## config.mk

```make
export PLATFORM = sky130hd
export DESIGN_NAME = idal_ram
export DESIGN_NICKNAME = d
export VERILOG_FILES = /design/src/design/idal_ram.sv
export SDC_FILE = /design/constraint.sdc
export NUM_CORES = 1
export LEC_CHECK = 0
export ABC_AREA = 1
export BUFFER_PORTS_ARGS = -buffer_cell sky130_fd_sc_hd__buf_2
export CAP_MARGIN = 20
export CORE_ASPECT_RATIO = 0.75
export CORE_UTILIZATION = 45
export DETAILED_ROUTE_END_ITERATION = 6
export PLACE_DENSITY = 0.73
export SLEW_MARGIN = 20
export SYNTH_ARGS = -nofsm -noshare
export SYNTH_HDL_FRONTEND = slang
export SYNTH_SLANG_ARGS = --single-unit
```

## constraint.sdc

```tcl
create_clock -name clock -period 2.2 [get_ports clock]
set_clock_uncertainty 0.1 [all_clocks]
set_input_delay 0.22 -clock clock [delete_from_list [all_inputs] [get_ports clock]]
set_output_delay 0.22 -clock clock [all_outputs]
set_load 0.02 [all_outputs]
```

## src/design/idal_ram.sv

```systemverilog
`default_nettype none

module idal_ram #(
   parameter int WIDTH = 8,
   parameter int DEPTH = 16
) (
   input  wire logic                     clock,
   input  wire logic                     wr_en,
   input  wire logic [$clog2(DEPTH)-1:0] wr_addr,
   input  wire logic [WIDTH-1:0]         wr_data,
   input  wire logic                     rd_en,
   input  wire logic [$clog2(DEPTH)-1:0] rd_addr,
   output logic      [WIDTH-1:0]         rd_data
);

   logic [WIDTH-1:0] mem [DEPTH];

   always_ff @(posedge clock) begin
      if (wr_en) begin
         mem[wr_addr] <= wr_data;
      end
      if (rd_en) begin
         rd_data <= mem[rd_addr];
      end
   end

endmodule

`default_nettype wire

```

==> impl_metrics.json <==
{
  "status": "finished clean",
  "synth_top_area_share_pct": 69.85,
  "pin_count": 27,
  "path_cells": "buf_2 -> buf_4 -> nand2_1 -> nand3_1 -> nand3_1 -> nand3_1 -> nand2_1",
  "vias_per_cell": 5.188,
  "globalplace.congestion": 0.8779,
  "cp_max_fo": 64,
  "hold_class": "primary input to flop",
  "setup.worst_path.class": "primary input to flop",
  "grt_pass1_vias": 3757,
  "ir_drop_mv": 0.6423,
  "hold_ws_ns": 0.1020,
  "cp.arrival_ns": 1.51,
  "drv_slew": 0,
  "met1_usage_pct": 31.49,
  "min_period_over_period_pct": 65.55,
  "final_common_cell": "nand2_1",
  "leakage_nw": 2.855,
  "cts_sinks": 136,
  "dieArea_sq_um": 13460,
  "seq_area_frac_synth_pct": 69.85,
  "yosysTopAreaCell": "edfxtp_1",
  "nNetsFinal": 604,
  "start_kind": "primary input",
  "grt_max_degree": 65,
  "met3_usage_pct": 4.223,
  "end_kind": "flop",
  "cts-root-buf": "clkbuf_16",
  "synth.avg_cell_area_sq_um": 10.61,
  "clk_pin_slew_ns": 0.05,
  "rsz0062_at_grt": "false",
  "setup_violations": 0,
  "cts_hold_buffers": 0,
  "drtPass1Iterations": 5,
  "max_slew.worst_pin.slew_ns": 0.7351,
  "tns_ns": 0,
  "grtUsageMet2_pct": 32.21,
  "drive_gt1_share_pct": 10.59,
  "dp_hpwl_um": 8536,
  "die_h_um": 100.7,
  "final_cell_mix": "nand2_1, edfxtp_1, inv_1",
  "clock.fmax_mhz": 693.4,
  "wl_per_cell_um": 17.61,
  "clk_path_buf_depth": 2,
  "drc": 0,
  "cts_max_level": 4,
  "port-buffer-count": 26,
  "syn_nets": 570,
  "critPathMaxStageDelay_ns": 0.54,
  "cts_made_buffers": 17,
  "synth_top_cells_by_area": "edfxtp_1, nand2_1, nand3_1",
  "hold_violations": 0,
  "relSlewSlack_pct": 50.81,
  "antenna_found_initial": 0,
  "grt_overflow": 0,
  "yosysWarningCount": 0,
  "start_util_pct": 46.85,
  "syn_inst": 551,
  "core_area_sq_um": 12480,
  "track_usage_pct": 21.61,
  "fp.dieW_um": 133.6,
  "drt_wl_total_um": 13400,
  "num_vias": 3948,
  "postCtsResizedCells": 0,
  "clk_latency_ns": 0.41,
  "p_per_area_nw_per_um2": 869.6,
  "cp_slowest_cell": "buf_4",
  "cpMostUsedCell": "nand3_1",
  "critPathRequiredTime_ns": 2.26,
  "drv_cap": 0,
  "grt_pass1_wl_um": 20820,
  "rows": 35,
  "antennaDiodeCount": 0,
  "cts_tree": "done",
  "period_needed_ns": 1.442,
  "gr-max-usage-layer": "met2",
  "area_delta_synth_final_pct": 13.61,
  "ys_ff_latch": 136,
  "drt_iter0_markers": 402,
  "post_cts_buffers": 0,
  "synthesis.area_sq_um": 5847,
  "synth_cell_type_count": 11,
  "ant_nets": 0
}
-- synth_stat cells, drive strengths merged --
library cell / n
nand3b: 2
edfxtp: 136
inv: 102
nand2: 173
nor2: 17
buf: 24
nand3: 97
-- registers in the layout, indices dropped and copies added (netlist names) --
name / cells
mem: 128
rd_data: 8
-- final timing paths --
check | endpoint | from | cells after the start | slack (ns)
max | rd_data[1] | rd_addr[0] | 7 | 0.76
min | rd_data[2] | rd_en | 1 | 0.10
max reg2reg | rd_data[1] | mem[1][1] | 6 | 0.90
min reg2reg | rd_data[1] | mem[12][1] | 6 | 0.65
-- stage by stage --
stage / total power [mW] / instance area (sq um) / std cells / util, % / setup slack [ns]
floorplan: 3.207 / 5847 / 551 / - / 0.9292
global placement: 3.345 / 6141 / 732 / 49.20 / 0.3679
detailed placement: 3.358 / 6141 / 732 / 49.20 / 0.3696
CTS: 5.807 / 6643 / 761 / 53.22 / 0.8043
global route: 5.949 / 6643 / 761 / 53.22 / 0.6687
finish: 5.776 / 6643 / 761 / 53.22 / 0.7579
-- power by group --
group,internal [mW],leakage [nW],total [mW],switching (mW)
clock,1.52,0.248,2.47,0.953
combinational,0.0991,1.37,0.363,0.264
sequential,2.92,1.24,2.94,0.0201
-- routing by layer --
metal  wire (um)  share of wire (%)
met1        6178                 46
met2        6127                 46
met3         919                6.9
met4         176                1.3
met5           0                  0
-- worst max-delay path: cells and delay by family --
kind                   cells  cell delay, ns
buffers and inverters      2            0.64
and+or+nand+nor            5            0.62
-- logic make-up (layout without fill, tap and decap cells) --
kind of cell	count (synthesis)	count (layout)	synth area share [%]
and+or+nand+nor	289	289	20.76
DFF	136	136	69.85
buffers and inverters	126	170	9.394
-- area by class of cell --
class | instances | area [sq um]
Tap cell | 166 | 207.7
Clock inverter | 6 | 53.80
Fill cell | 1088 | 5838
Multi-Input combinational cell | 289 | 1214
Timing Repair Buffer | 39 | 252.7
Inverter | 102 | 382.9
Sequential cell | 136 | 4084
Clock buffer | 23 | 447.9
(Power assumes the default switching activity.)
